### config.mk
export PLATFORM = sky130hd
export DESIGN_NAME = asmu_delay
export DESIGN_NICKNAME = d
export VERILOG_FILES = /design/src/hw/rtl/asmu_delay.sv
export SDC_FILE = /design/constraint.sdc
export NUM_CORES = 1
export LEC_CHECK = 0
export BUFFER_PORTS_ARGS = -buffer_cell sky130_fd_sc_hd__buf_2
export CAP_MARGIN = 20
export CORE_MARGIN = 2
export CORE_UTILIZATION = 55
export CTS_CLUSTER_DIAMETER = 50
export DETAILED_ROUTE_END_ITERATION = 7
export GPL_TIMING_DRIVEN = 0
export PLACE_DENSITY = 0.77
export SYNTH_ARGS = -nofsm -noshare
export SYNTH_HDL_FRONTEND = slang
export SYNTH_SLANG_ARGS = --single-unit
### constraint.sdc
create_clock -name clk -period 0.9 [get_ports clk]
set_input_delay 0.135 -clock clk [delete_from_list [all_inputs] [get_ports clk]]
set_output_delay 0.135 -clock clk [all_outputs]
set_load 0.005 [all_outputs]
### src/hw/rtl/asmu_delay.sv
module asmu_delay #(
    parameter int WIDTH = 32,
    parameter int DEPTH = 5
) (
    input  logic             clk,
    input  logic             en,
    input  logic [WIDTH-1:0] d,
    output logic [WIDTH-1:0] q
);

    logic [WIDTH-1:0] pipe_reg [DEPTH];

    // Shift line that moves only when the pipeline advances.
    always_ff @(posedge clk)
    begin
        if (en)
        begin
            pipe_reg[0] <= d;
            for (int i = 1; i < DEPTH; i++)
            begin
                pipe_reg[i] <= pipe_reg[i-1];
            end
        end
    end

    assign q = pipe_reg[DEPTH-1];

endmodule

==> qor.yml, run 1 <==
yosysTopAreaCell: "edfxtp_1"
synthCells: 192
final_antenna_net_count: 0
p_leak_nw: 2.24
status: "complete, but fails checks"
met3WireLength_um: 268
yosysMostFrequentCell: "edfxtp_1"
die_area_um2: 9950
syn_area_um2: 5040
drv_slew: 0
power_frac_comb: 0.027
overflow: 0
multi_input_cells: 0
synth_edf_count: 160
fp-row-count: 34
drive_gt1_frac: 0.333
arrival_ns: 1.02
rsz0062_at_grt: "yes"
drv_cap: 0
whs_ns: 0.191
grt_use_total: 0.119
crit_type: "reg -> out"
dp_cells: 366
switching_share: 0.196
switchingPower_mw: 3.10
die_w_um: 99.8
synth-main-ff-cell: "edfxtp_1"
nFillCells: 510
coreArea_um2: 8810
grt_pass1_wl_um: 8590
hold_violations: 0
slowest_delay_ns: 0.38
vias_per_cell: 4.56
synthTopCellsByArea: "edfxtp_1 (95%), buf_4 (4.8%)"
tritoncts: "built"
gp_congestion: 0.608
syn_nets: 226
start_util: 0.573
wirelength_met1_um: 2600
power.density_nw_per_um2: 2540
required_ns: 0.76
synth_top_area_frac: 0.952
hpwl_um: 2770
largest_reg_flops: 160
worst_clock_skew_ns: 0.00718
firstDrtPassIters: 4
violations: "negative setup slack"
path_cells: "buf_2"
wl_met2_um: 2600
multi_input_area_um2: 0
grt_max_degree: 95
seq_power_share: 0.563
holdCritPathClass: "in -> reg"
die_height_um: 99.8
p_clk_frac: 0.410
ys_ff_latch: 160
yosysSeqAreaShare: 0.952
irDropWorstVdd_mv: 1.37
slowest_stage: "edfxtp_1"
synth-async-reset-ratio: 0
cts.sinks: 160
synth_common_cells: "edfxtp_1 (160), buf_4 (32)"
antennaDiodeCount: 0
wirelength_um: 5570
p_int_mw: 12.7
timing.final.ws_setup_ns: -0.252
cts_made_buffers: 17
final_nets: 312
clk_latency_ns: 0.51
antenna_found_initial: 0
finalNonFillerCells: 399
final_core_util: 0.705
fmaxAchievable_mhz: 868
finalCriticalPeriod_ns: 1.15
area_delta_synth_final_pct: 23.1
io_buffers: 65
first_iter_violations: 59
relSlewSlack: 0.640
highest_layer: "met4"
grt_pass1_vias: 1765
cts-htree-levels: 4
clk_pin_slew_worst_paths_ns: 0.06
cts_root_buf: "clkbuf_8"
path_delay_family: "flip-flops"
crit_buf_inv: 1
post-route-drc-count: 0
period_share: 1.28
ys_types: 2
finalSetupViolCount: 32
ctsLongestPathBuffers: 2
startpoint_type: "flip-flop"
critical_path.max_fanout: 1
endpoint_kind: "output port"
worstMarginPinSlew_ns: 0.540
wire_per_inst_um: 14.0
vias: 1819
dp_slack_ns: -0.531
io_pins: 66
yosysWarningCount: 0
avgSynthCellArea_um2: 26.3
-- cells in the final DEF (no fill, tap or decap), types with 2 or more instances in the layout --
cell             n
buf_6            2
clkinv_4         4
clkinvlp_4       4
inv_6            4
clkbuf_8         2
edfxtp_1       160
dlygate4sd3_1   32
clkbuf_16       17
buf_2           62
-- cell families after synthesis --
family                 share of synthesized area
buffers and inverters                     0.0476
flip-flops                                 0.952
-- power by group through the flow --
stage | combinational [mW] | sequential [mW] | clock (mW)
final | 0.424 | 8.88 | 6.48
after global routing | 0.463 | 8.93 | 6.94
after CTS | 0.411 | 8.89 | 6.62
after detailed placement | 0.403 | 9.04 | 0
after global placement | 0.371 | 9.04 | 0
after floorplan | 0.117 | 8.99 | 0
-- metal layers --
metal  global-route usage  up-vias
li1                     -      894
met1                0.161      864
met2                0.165       53
met3               0.0446        8
met4               0.0790        0
met5                    0        -
-- cell type report --
cell class | instances | area, um^2 | area share
Timing Repair Buffer | 99 | 719 | 0.116
Sequential cell | 160 | 4800 | 0.774
Clock buffer | 18 | 418 | 0.0673
Tap cell | 108 | 135 | 0.0218
Clock inverter | 14 | 134 | 0.0216
-- metrics by stage --
step / area (um^2) / TNS, ns / power [mW]
after CTS: 6180 / -8.40 / 15.9
after floorplan: 5040 / 0 / 9.11
after global placement: 5510 / -309.62 / 9.41
after detailed placement: 5540 / -54.73 / 9.45
final: 6210 / -7.29 / 15.8
after global routing: 6210 / -9.22 / 16.3
-- path summary, 6_finish.rpt --
check,cells past startpoint,startpoint,slack [ns],end
hold reg to reg,0,pipe_reg[0][121],0.42,pipe_reg[0][153]
setup reg to reg,0,pipe_reg[0][110],0.24,pipe_reg[0][142]
setup / recovery,1,pipe_reg[0][142],-0.25,q[14]
hold / removal,1,en,0.19,pipe_reg[0][0]
-- timing repair --
action,in CTS,in global routing
setup endpoints to repair,32,126
setup buffers,0,0
endpoints found under the hold margin,32,0
cloned,0,1
resized for setup,2,1
hold buffers,32,0
(Power assumes the default switching activity.)
==> run 2: changes to the inputs <==
Settings changed: CORE_UTILIZATION 55 to 58, PLACE_DENSITY 0.77 to 0.8.
==> run 2 against run 1 <==
- the flow still finishes with violations (negative setup slack)
- wire length is 1.4% lower
- register-to-register slack hardly changed
- sequential power hardly changed
==> qor.yml, run 2 (synthesized netlist as in run 1, its figures left out) <==
whs_ns: 0.0821  # was 0.191 ns
required_ns: 0.76  # about the same
drive_gt1_frac: 0.334  # was 0.333
path_delay_family: "flip-flops"  # unchanged
die_area_um2: 9460  # was 9950 um^2
coreArea_um2: 8590  # was 8810 um^2
slowest_stage: "edfxtp_1"  # unchanged
slowest_delay_ns: 0.39  # was 0.38 ns
cts_made_buffers: 17  # unchanged
fmaxAchievable_mhz: 849  # was 868 MHz
r2r-start: "pipe_reg[0][26]"  # was pipe_reg[0][110]
worst_clock_skew_ns: 0.0133  # was 0.00718 ns
final_nets: 311  # was 312
nFillCells: 481  # was 510
io_buffers: 65  # unchanged
critical_path.max_fanout: 1  # unchanged
grt_max_degree: 89  # was 95
final_cell_mix: "edfxtp_1 (160), buf_2 (64), dlygate4sd3_1 (32)"  # was edfxtp_1 (160), buf_2 (62), dlygate4sd3_1 (32)
placed_cell_area_um2: 5540  # unchanged
holdCritPathClass: "in -> reg"  # unchanged
largest_reg_flops: 160  # unchanged
worstSetupStartpoint: "pipe_reg[0][159]"  # was pipe_reg[0][142]
cts.sinks: 160  # unchanged
endpoint_kind: "output port"  # unchanged
firstDrtPassIters: 4  # unchanged
startpoint_type: "flip-flop"  # unchanged
wirelength_um: 5490  # was 5570 um
clk_pin_slew_worst_paths_ns: 0.07  # was 0.06 ns
violations: "negative setup slack"  # unchanged
grt_pass1_wl_um: 8940  # was 8590 um
finalCriticalPeriod_ns: 1.18  # was 1.15 ns
period_share: 1.31  # was 1.28
vias_per_cell: 4.55  # was 4.56
overflow: 0  # unchanged
status: "complete, but fails checks"  # unchanged
start_util: 0.587  # was 0.573
drv_cap: 0  # unchanged
wire_per_inst_um: 13.8  # was 14.0 um
tns_ns: -7.55  # was -7.29 ns
dp_slack_ns: -0.538  # was -0.531 ns
hp-start: "en"  # unchanged
layout_commonest_cell: "edfxtp_1"  # unchanged
antenna_found_initial: 0  # unchanged
hold_violations: 0  # unchanged
rsz0062_at_grt: "yes"  # unchanged
die_height_um: 97.3  # was 99.8 um
crit_buf_inv: 1  # unchanged
path_cells: "buf_2"  # unchanged
final_antenna_net_count: 0  # unchanged
post-route-drc-count: 0  # unchanged
power.density_nw_per_um2: 2580  # was 2540 nW/um^2
final_core_util: 0.721  # was 0.705
relSlewSlack: 0.656  # was 0.640
crit_type: "reg -> out"  # unchanged
drv_slew: 0  # unchanged
io_pins: 66  # unchanged
ctsLongestPathBuffers: 2  # unchanged
multi_input_cells: 0  # unchanged
fp-row-count: 34  # unchanged
area_delta_synth_final_pct: 22.9  # was 23.1%
final_cell_area_um2: 6200  # was 6210 um^2
die_w_um: 97.3  # was 99.8 um
arrival_ns: 1.04  # was 1.02 ns
worstMarginPinSlew_ns: 0.516  # was 0.540 ns
grt_use_total: 0.130  # was 0.119
timing.final.ws_setup_ns: -0.278  # was -0.252 ns
tritoncts: "built"  # unchanged
vias: 1809  # was 1819
irDropWorstVdd_mv: 1.65  # was 1.37 mV
cts-htree-levels: 4  # unchanged
first_iter_violations: 126  # was 59
p_leak_nw: 2.24  # about the same
antennaDiodeCount: 0  # unchanged
multi_input_area_um2: 0  # unchanged
grt_pass1_vias: 1818  # was 1765
cts_root_buf: "clkbuf_8"  # unchanged
finalSetupViolCount: 32  # unchanged
clk_latency_ns: 0.51  # about the same
gp_congestion: 0.614  # was 0.608
==> run 2: changes by cell type in the layout (fill, tap and decap cells not counted) <==
cell | previous run | this run
clkinv_2 | 0 | 1
clkbuf_16 | 17 | 16
buf_8 | 0 | 1
buf_6 | 2 | 0
inv_6 | 4 | 2
bufinv_16 | 1 | 2
clkbuf_8 | 2 | 1
inv_8 | 0 | 1
buf_2 | 62 | 64
clkinv_1 | 1 | 0
==> run 2: layout make-up <==
cell class              instances  area, um^2  share of cell area
flip-flops and latches        160        4800               0.775
repair buffers                 98         683               0.110
clock buffers                  18         418              0.0674
clock inverters                14         159              0.0256
well taps                     108         135              0.0218
==> run 2: through the flow <==
stage | cells | total power [mW]
CTS | 398 | 16.1
global route | 398 | 16.5
floorplan | 192 | 9.11
global placement | 365 | 9.41
detailed placement | 366 | 9.45
finish | 398 | 16.0
==> run 2: repair_timing <==
item,4_1_cts,5_1_grt
hold buffers,32,0
hold endpoints to repair,32,0
endpoints found under the setup margin,32,120
cloned,0,0
buffers inserted,0,0
resized for setup,0,2
==> run 2: where the power goes <==
part           internal, mW  switching, mW
clock network          3.99           2.70
registers              8.77          0.127
logic                 0.205          0.200
==> run 2: metal layers <==
metal  vias to the layer above  GRT usage  share of wire
met5                         -          0              0
met4                         0     0.0641          0.013
met3                         8     0.0576          0.058
met2                        59      0.187           0.47
met1                       852      0.172           0.46
li1                        890          -              -
==> run 2: path summary, 6_finish.rpt <==
| kind | end | slack [ns] | cells after the start |
|---|---|---|---|
| setup reg to reg | pipe_reg[0][58] | 0.23 | 0 |
| setup / recovery | q[31] | -0.28 | 1 |
| hold reg to reg | pipe_reg[0][110] | 0.41 | 0 |
| hold / removal | pipe_reg[0][137] | 0.08 | 1 |
