**config.mk**
```make
export PLATFORM = sky130hd
export DESIGN_NAME = asmu_fma
export DESIGN_NICKNAME = d
export VERILOG_FILES = /design/src/hw/rtl/asmu_pkg.sv /design/src/hw/rtl/asmu_fma.sv
export SDC_FILE = /design/constraint.sdc
export NUM_CORES = 2
export LEC_CHECK = 0
export BUFFER_PORTS_ARGS = -buffer_cell sky130_fd_sc_hd__buf_2
export CAP_MARGIN = 15
export CORE_ASPECT_RATIO = 1.2
export CORE_MARGIN = 3
export CORE_UTILIZATION = 52
export CTS_BUF_LIST = sky130_fd_sc_hd__clkbuf_8
export DETAILED_ROUTE_END_ITERATION = 10
export HOLD_SLACK_MARGIN = 0.08
export PLACE_DENSITY = 0.66
export SYNTH_ARGS = -nofsm -noshare
export SYNTH_HDL_FRONTEND = slang
export SYNTH_SLANG_ARGS = --single-unit
export TNS_END_PERCENT = 30
```
**constraint.sdc**
```tcl
create_clock -name clk -period 10.5 [get_ports clk]
set_clock_uncertainty 0.15 [all_clocks]
set_input_delay 0.525 -clock clk [delete_from_list [all_inputs] [get_ports clk]]
set_output_delay 0.525 -clock clk [all_outputs]
set_load 0.005 [all_outputs]
```
**src/hw/rtl/asmu_pkg.sv**
```systemverilog
package asmu_pkg;

    // Control of one fused multiply-add: negate the product and/or the addend.
    typedef struct packed {
        logic neg_prod;
        logic neg_addend;
    } fma_op_t;

    localparam fma_op_t FMA_PLAIN   = '{neg_prod: 1'b0, neg_addend: 1'b0};
    localparam fma_op_t FMA_NEG_PRD = '{neg_prod: 1'b1, neg_addend: 1'b0};
    localparam fma_op_t FMA_NEG_ADD = '{neg_prod: 1'b0, neg_addend: 1'b1};

    // Cycles from operands at the unit's inputs to the registered result.
    localparam int FMA_LATENCY = 5;

    // Configuration register indexes.
    localparam logic [1:0] REG_STORAGE_FORMAT  = 2'd0;
    localparam logic [1:0] REG_GRADIENT_SCALE  = 2'd1;
    localparam logic [1:0] REG_STEP_SIZE       = 2'd2;
    localparam logic [1:0] REG_EPSILON_SQUARED = 2'd3;

    // Binary32 constants.
    localparam logic [31:0] FP_ONE          = 32'h3F80_0000;
    localparam logic [31:0] FP_HALF         = 32'h3F00_0000;
    localparam logic [31:0] FP_THREE_HALVES = 32'h3FC0_0000;
    localparam logic [31:0] FP_BETA2        = 32'h3F7F_F972;
    localparam logic [31:0] FP_ONE_M_BETA2  = 32'h38D1_C000;
    localparam logic [31:0] FP_NEG_ZERO     = 32'h8000_0000;
    localparam logic [31:0] DEFAULT_NAN     = 32'hFFC0_0000;
    localparam logic [31:0] QUIET_BIT       = 32'h0040_0000;
    localparam logic [31:0] RSQRT_MAGIC     = 32'h5F37_59DF;
    localparam logic [31:0] BF16_BIAS       = 32'h0000_8000;
    localparam logic [31:0] BF16_ROUND      = 32'h0000_7FFF;

endpackage

```
**src/hw/rtl/asmu_fma.sv**
```systemverilog
module asmu_fma (
    input  logic              clk,
    input  logic              en,
    input  logic [31:0]       a,
    input  logic [31:0]       b,
    input  logic [31:0]       c,
    input  asmu_pkg::fma_op_t op,
    output logic [31:0]       res
);

    // ---------------- Stage 1: unpack, specials, significand product ----------------
    logic [7:0]         a_exp, b_exp, c_exp;
    logic [7:0]         a_eff, b_eff, c_eff;
    logic [23:0]        a_man, b_man, c_man;
    logic               a_nan, b_nan, c_nan, a_inf, b_inf, c_inf, a_zero, b_zero, c_zero;
    logic               p_sign, c_sign;
    logic signed [10:0] a_e, b_e, c_e;
    logic               spec_next;
    logic [31:0]        spec_val_next;

    logic [47:0]        s1_prod_reg;
    logic [23:0]        s1_cman_reg;
    logic signed [10:0] s1_diff_reg, s1_kp_reg, s1_kc_reg;
    logic               s1_psign_reg, s1_csign_reg, s1_pzero_reg, s1_czero_reg;
    logic               s1_spec_reg;
    logic [31:0]        s1_spec_val_reg;

    assign a_exp  = a[30:23];
    assign b_exp  = b[30:23];
    assign c_exp  = c[30:23];
    assign a_eff  = (a_exp == 8'd0) ? 8'd1 : a_exp;
    assign b_eff  = (b_exp == 8'd0) ? 8'd1 : b_exp;
    assign c_eff  = (c_exp == 8'd0) ? 8'd1 : c_exp;
    assign a_man  = {a_exp != 8'd0, a[22:0]};
    assign b_man  = {b_exp != 8'd0, b[22:0]};
    assign c_man  = {c_exp != 8'd0, c[22:0]};
    assign a_nan  = (a_exp == 8'hFF) && (a[22:0] != 23'd0);
    assign b_nan  = (b_exp == 8'hFF) && (b[22:0] != 23'd0);
    assign c_nan  = (c_exp == 8'hFF) && (c[22:0] != 23'd0);
    assign a_inf  = (a_exp == 8'hFF) && (a[22:0] == 23'd0);
    assign b_inf  = (b_exp == 8'hFF) && (b[22:0] == 23'd0);
    assign c_inf  = (c_exp == 8'hFF) && (c[22:0] == 23'd0);
    assign a_zero = (a[30:0] == 31'd0);
    assign b_zero = (b[30:0] == 31'd0);
    assign c_zero = (c[30:0] == 31'd0);
    assign p_sign = a[31] ^ b[31] ^ op.neg_prod;
    assign c_sign = c[31] ^ op.neg_addend;
    assign a_e    = $signed({3'b000, a_eff});
    assign b_e    = $signed({3'b000, b_eff});
    assign c_e    = $signed({3'b000, c_eff});

    // NaN operands win in operand order, then invalid cases, then infinities.
    always_comb
    begin
        spec_next     = 1'b1;
        spec_val_next = 32'd0;
        if (a_nan)
        begin
            spec_val_next = a | asmu_pkg::QUIET_BIT;
        end
        else if (b_nan)
        begin
            spec_val_next = b | asmu_pkg::QUIET_BIT;
        end
        else if (c_nan)
        begin
            spec_val_next = c | asmu_pkg::QUIET_BIT;
        end
        else if ((a_inf && b_zero) || (b_inf && a_zero))
        begin
            spec_val_next = asmu_pkg::DEFAULT_NAN;
        end
        else if ((a_inf || b_inf) && c_inf && (p_sign != c_sign))
        begin
            spec_val_next = asmu_pkg::DEFAULT_NAN;
        end
        else if (a_inf || b_inf)
        begin
            spec_val_next = {p_sign, 8'hFF, 23'd0};
        end
        else if (c_inf)
        begin
            spec_val_next = {c_sign, 8'hFF, 23'd0};
        end
        else
        begin
            spec_next = 1'b0;
        end
    end

    always_ff @(posedge clk)
    begin
        if (en)
        begin
            s1_prod_reg     <= a_man * b_man;
            s1_cman_reg     <= c_man;
            s1_diff_reg     <= a_e + b_e - c_e - 11'sd126;
            s1_kp_reg       <= a_e + b_e - 11'sd329;
            s1_kc_reg       <= c_e - 11'sd203;
            s1_psign_reg    <= p_sign;
            s1_csign_reg    <= c_sign;
            s1_pzero_reg    <= a_zero || b_zero;
            s1_czero_reg    <= c_zero;
            s1_spec_reg     <= spec_next;
            s1_spec_val_reg <= spec_val_next;
        end
    end

    // ---------------- Stage 2: align the smaller operand and add ----------------
    logic               big_is_prod;
    logic [75:0]        big_val, small_val;
    logic signed [10:0] shift_dist;
    logic [6:0]         align_amt;
    logic [151:0]       align_wide;
    logic               big_sign, small_sign;
    logic [78:0]        big_x, small_x, diff_x, sum_x;
    logic               sum_sign;

    logic [77:0]        s2_sum_reg;
    logic               s2_sign_reg, s2_zsign_reg, s2_spec_reg;
    logic signed [10:0] s2_k_reg;
    logic [31:0]        s2_spec_val_reg;

    always_comb
    begin
        big_is_prod = s1_czero_reg || (!s1_pzero_reg && !s1_diff_reg[10]);
        big_val     = big_is_prod ? {s1_prod_reg, 28'd0} : {s1_cman_reg, 52'd0};
        small_val   = big_is_prod ? {s1_cman_reg, 52'd0} : {s1_prod_reg, 28'd0};
        big_sign    = big_is_prod ? s1_psign_reg : s1_csign_reg;
        small_sign  = big_is_prod ? s1_csign_reg : s1_psign_reg;
        shift_dist  = big_is_prod ? s1_diff_reg : -s1_diff_reg;
        if (shift_dist[10])
        begin
            align_amt = 7'd0;
        end
        else if (shift_dist > 11'sd76)
        begin
            align_amt = 7'd76;
        end
        else
        begin
            align_amt = shift_dist[6:0];
        end
        align_wide = {small_val, 76'd0} >> align_amt;
        big_x      = {2'b00, big_val, 1'b0};
        small_x    = {2'b00, align_wide[151:76], |align_wide[75:0]};
        diff_x     = big_x - small_x;
        if (big_sign == small_sign)
        begin
            sum_x    = big_x + small_x;
            sum_sign = big_sign;
        end
        else if (diff_x[78])
        begin
            sum_x    = small_x - big_x;
            sum_sign = small_sign;
        end
        else
        begin
            sum_x    = diff_x;
            sum_sign = big_sign;
        end
    end

    always_ff @(posedge clk)
    begin
        if (en)
        begin
            s2_sum_reg      <= sum_x[77:0];
            s2_sign_reg     <= sum_sign;
            s2_zsign_reg    <= s1_psign_reg & s1_csign_reg;
            s2_k_reg        <= big_is_prod ? s1_kp_reg : s1_kc_reg;
            s2_spec_reg     <= s1_spec_reg;
            s2_spec_val_reg <= s1_spec_val_reg;
        end
    end

    // ---------------- Stage 3: leading zero count ----------------
    logic [6:0]         lz_count;

    logic [77:0]        s3_sum_reg;
    logic [6:0]         s3_lz_reg;
    logic signed [10:0] s3_k_reg, s3_limit_reg;
    logic               s3_sign_reg, s3_zsign_reg, s3_zero_reg, s3_spec_reg;
    logic [31:0]        s3_spec_val_reg;

    always_comb
    begin
        lz_count = 7'd78;
        for (int i = 0; i < 78; i++)
        begin
            if (s2_sum_reg[i])
            begin
                lz_count = 7'(77 - i);
            end
        end
    end

    always_ff @(posedge clk)
    begin
        if (en)
        begin
            s3_sum_reg      <= s2_sum_reg;
            s3_lz_reg       <= lz_count;
            s3_k_reg        <= s2_k_reg;
            s3_limit_reg    <= s2_k_reg + 11'sd203;
            s3_sign_reg     <= s2_sign_reg;
            s3_zsign_reg    <= s2_zsign_reg;
            s3_zero_reg     <= (s2_sum_reg == 78'd0);
            s3_spec_reg     <= s2_spec_reg;
            s3_spec_val_reg <= s2_spec_val_reg;
        end
    end

    // ---------------- Stage 4: normalize, clamped at the subnormal range ----------------
    logic signed [10:0] neg_limit;
    logic [6:0]         rsh_amt, lsh_amt;
    logic [155:0]       rsh_wide;
    logic [77:0]        norm_val;
    logic signed [10:0] norm_exp;

    logic [77:0]        s4_norm_reg;
    logic signed [10:0] s4_exp_reg;
    logic               s4_sign_reg, s4_zsign_reg, s4_zero_reg, s4_spec_reg;
    logic [31:0]        s4_spec_val_reg;

    always_comb
    begin
        neg_limit = -s3_limit_reg;
        rsh_amt   = (neg_limit > 11'sd78) ? 7'd78 : neg_limit[6:0];
        lsh_amt   = ($signed({4'b0000, s3_lz_reg}) < s3_limit_reg) ? s3_lz_reg
                                                                   : s3_limit_reg[6:0];
        rsh_wide  = {s3_sum_reg, 78'd0} >> rsh_amt;
        if (s3_limit_reg[10])
        begin
            norm_val = {rsh_wide[155:79], rsh_wide[78] | (|rsh_wide[77:0])};
            norm_exp = 11'sd1;
        end
        else
        begin
            norm_val = s3_sum_reg << lsh_amt;
            norm_exp = s3_k_reg + 11'sd204 - $signed({4'b0000, lsh_amt});
        end
    end

    always_ff @(posedge clk)
    begin
        if (en)
        begin
            s4_norm_reg     <= norm_val;
            s4_exp_reg      <= norm_exp;
            s4_sign_reg     <= s3_sign_reg;
            s4_zsign_reg    <= s3_zsign_reg;
            s4_zero_reg     <= s3_zero_reg;
            s4_spec_reg     <= s3_spec_reg;
            s4_spec_val_reg <= s3_spec_val_reg;
        end
    end

    // ---------------- Stage 5: round to nearest even and pack ----------------
    logic [30:0] packed_mag, rounded_mag;
    logic        round_up;
    logic [31:0] result_next;
    logic [31:0] s5_res_reg;

    always_comb
    begin
        packed_mag  = s4_norm_reg[77] ? {s4_exp_reg[7:0], s4_norm_reg[76:54]}
                                      : {8'd0, s4_norm_reg[76:54]};
        round_up    = s4_norm_reg[53] & ((|s4_norm_reg[52:0]) | s4_norm_reg[54]);
        rounded_mag = packed_mag + {30'd0, round_up};
        if (s4_spec_reg)
        begin
            result_next = s4_spec_val_reg;
        end
        else if (s4_zero_reg)
        begin
            result_next = {s4_zsign_reg, 31'd0};
        end
        else if (s4_norm_reg[77] && (s4_exp_reg > 11'sd254))
        begin
            result_next = {s4_sign_reg, 8'hFF, 23'd0};
        end
        else
        begin
            result_next = {s4_sign_reg, rounded_mag};
        end
    end

    always_ff @(posedge clk)
    begin
        if (en)
        begin
            s5_res_reg <= result_next;
        end
    end

    assign res = s5_res_reg;

endmodule

```
==> results by group <==
Outcome
  • Outcome: finished, final reports clean

Critical path
  • Setup crit start kind: flop
  • Crit-path max cell delay: slightly above 0.8 ns
  • CP max FO: 26
  • WP data arrival: between 10 and 15 ns
  • WS Path Type: flop to flop
  • R2R depth: 35
  • Critical Path Sink Type: flop
  • Slowest stage cell, crit path: a21oi_1
  • CP required: approximately 11 ns

Clock tree
  • CTS sink cnt: between 500 and 600
  • Clock transition at path regs: roughly 0.070 ns
  • CTS tree: done
  • CTS HTree Levels: 3
  • Worst skew pair latency: between 0.8 and 0.9 ns
  • CTS buffer count: a little over 90
  • Root Buffer: clkbuf_8
  • Maximum clock path buffer count: 3

Hold path
  • Hold depth: 4
  • Min-Delay Path Class: input pin to flop

STA
  • RSZ-0062 raised after global routing: yes
  • Period utilization: 0.974
  • Worst-Margin Slew: 1.44 ns
  • Hold Vio Cnt, Final: 0
  • Slew headroom: 0.0339
  • Max Clk Rate: a little under 100 MHz
  • Final TNS setup: 0 ns
  • Final period demand of the worst path: 10.22 ns
  • Final setup viols: 0
  • Max-slew violation count: 0

Synth
  • Post-Synthesis Cells: around 7500
  • Post-synthesis sequential area ratio: 0.252
  • Cell variety after synth: around 110
  • Ys Warns: 0
  • Synth Cell Area: approximately 0.067 mm²
  • Mean post-synth cell area: between 8 and 9 µm²
  • Ys flop type: edfxtp_1
  • Post-synth EDFFs: 561
  • #FFs+latches synth: around 560
  • Fraction of registers with async set/reset: 0
  • Syn Nets: 8467

Finish
  • Layout cells sized above 1: 0.0911
  • Area Growth Syn to Fin: 8.15%
  • Fill count: 11400
  • Nets: about 8500
  • Multi-input logic area: between 0.04 and 0.05 mm²
  • Sequential Area: 0.0168 mm²
  • Commonest cells after routing, fill and taps aside: nand2_1 (983), inv_1 (768), mux2i_1 (727), edfxtp_1 (561), fa_1 (487)
  • Commonest non-fill, non-tap cell in the layout: nand2_1

Floorplan
  • Core area: approximately 0.13 mm²
  • Die area: 0.133 mm²
  • Die Wd: 333 µm
  • # IOs: between 100 and 150
  • Initial Util: 0.525
  • Die Y: about 400 µm
  • Rows: between 100 and 150

Global route
  • Total GRT Usage: 0.428
  • Largest net degree at the start of global routing: 177
  • Vias in the first global route: roughly 60000
  • Initial antenna violation count: 18
  • First-pass GRT wire length: 414000 µm
  • GRT overflow: 0

Drt
  • Wire length per cell: between 30 and 40 µm
  • Pre-antenna DRT Iters: 7
  • Residual DRC: 0
  • Vias/cell: roughly 6.6
  • Vias: ~60000
  • Iteration-0 DRC Markers: 7236
  • Post-route ant nets: 0
  • Routed WL: approximately 290000 µm

Run
  • Max-cap viol count: 0

Place
  • PortBufs: 131
  • Routability Congestion: roughly 1.1
  • DPL Wire Length: ~230000 µm
cells in the mapped netlist, drive strengths merged, types with 55 or more instances:
cell type	instances	area [µm²]
nand2	986	3700
mux2i	732	7330
ha	373	4670
nor4	74	505
xnor2	146	1280
o22ai	102	638
and2	225	1410
edfxtp	561	16800
buf	144	733
o21ai	289	1450
a211oi	86	666
clkbuf	344	1290
a21oi	466	2350
nor3	137	706
nand3	120	606
a31oi	55	350
fa	487	9750
a22oi	57	428
nand4	63	394
inv	739	2770
a21o	71	533
o21bai	81	612
nor2	433	1640
path summary, 6_finish.rpt:
kind,from,slack (ns),endpoint
min,op[1],0.17,s1_psign_reg
min reg2reg,s3_spec_val_reg[8],0.25,s4_spec_val_reg[8]
max,s1_diff_reg[0],0.28,s2_sum_reg[76]
max reg2reg,s1_diff_reg[0],0.28,s2_sum_reg[76]
routing by layer:
metal,up-vias,global-route usage,share of wire
li1,26400,-,-
met2,3727,0.695,0.46
met1,29700,0.484,0.35
met5,-,0,0.00021
met4,8,0.344,0.10
met3,1208,0.0987,0.090
critical path: cells and delay by family, from the launching register on:
kind / cells / cell delay [ns]
buffers and inverters: 4 / 0.75
adder cells (fa/ha/maj): 2 / 0.65
AO/OA/AOI/OAI: 19 / 5.81
AND/OR/NAND/NOR: 6 / 1.29
flip-flops: 1 / 0.46
multiplexers: 4 / 0.83
what timing repair did:
action                                 4_1_cts  5_1_grt
endpoints found under the hold margin       68        0
resized for setup                            0       20
setup endpoints to repair                    0        7
hold buffers                                41        0
setup buffers                                0        3
cell families (layout without fill, tap and decap cells):
logic type | count (synthesis) | in the layout | synth area share
other cells | 0 | 9 | 0
flops | 561 | 561 | 0.252
simple gates | 2284 | 2284 | 0.159
fa+ha+maj | 860 | 860 | 0.216
mux | 772 | 772 | 0.117
buf+inv | 1230 | 1352 | 0.0721
xor+xnor | 200 | 200 | 0.0262
compound gates | 1600 | 1601 | 0.157
layout make-up:
| type | count | share of cell area |
|---|---|---|
| Antenna cell | 9 | 0.000312 |
| Clock buffer | 94 | 0.0179 |
| Multi-Input combinational cell | 5717 | 0.628 |
| Sequential cell | 561 | 0.233 |
| Timing Repair Buffer | 443 | 0.0452 |
| Inverter | 742 | 0.0386 |
| Tap cell | 1667 | 0.0289 |
| Clock inverter | 73 | 0.00752 |
per-stage QoR:
step	worst slack [ns]	util	hold WS [ns]	instances	instance area (µm²)
final	0.278	0.568	0.172	9306	72200
after floorplan	1.14	-	0.250	7507	66700
after global placement	0.108	0.549	0.250	9082	69800
after global routing	-0.0735	0.568	0.177	9301	72200
after CTS	0.0685	0.567	0.120	9291	72000
after detailed placement	0.145	0.549	0.255	9083	69800
Power is not shown: default switching activity piles up to over one toggle a cycle in this logic, so the estimate is an artifact.
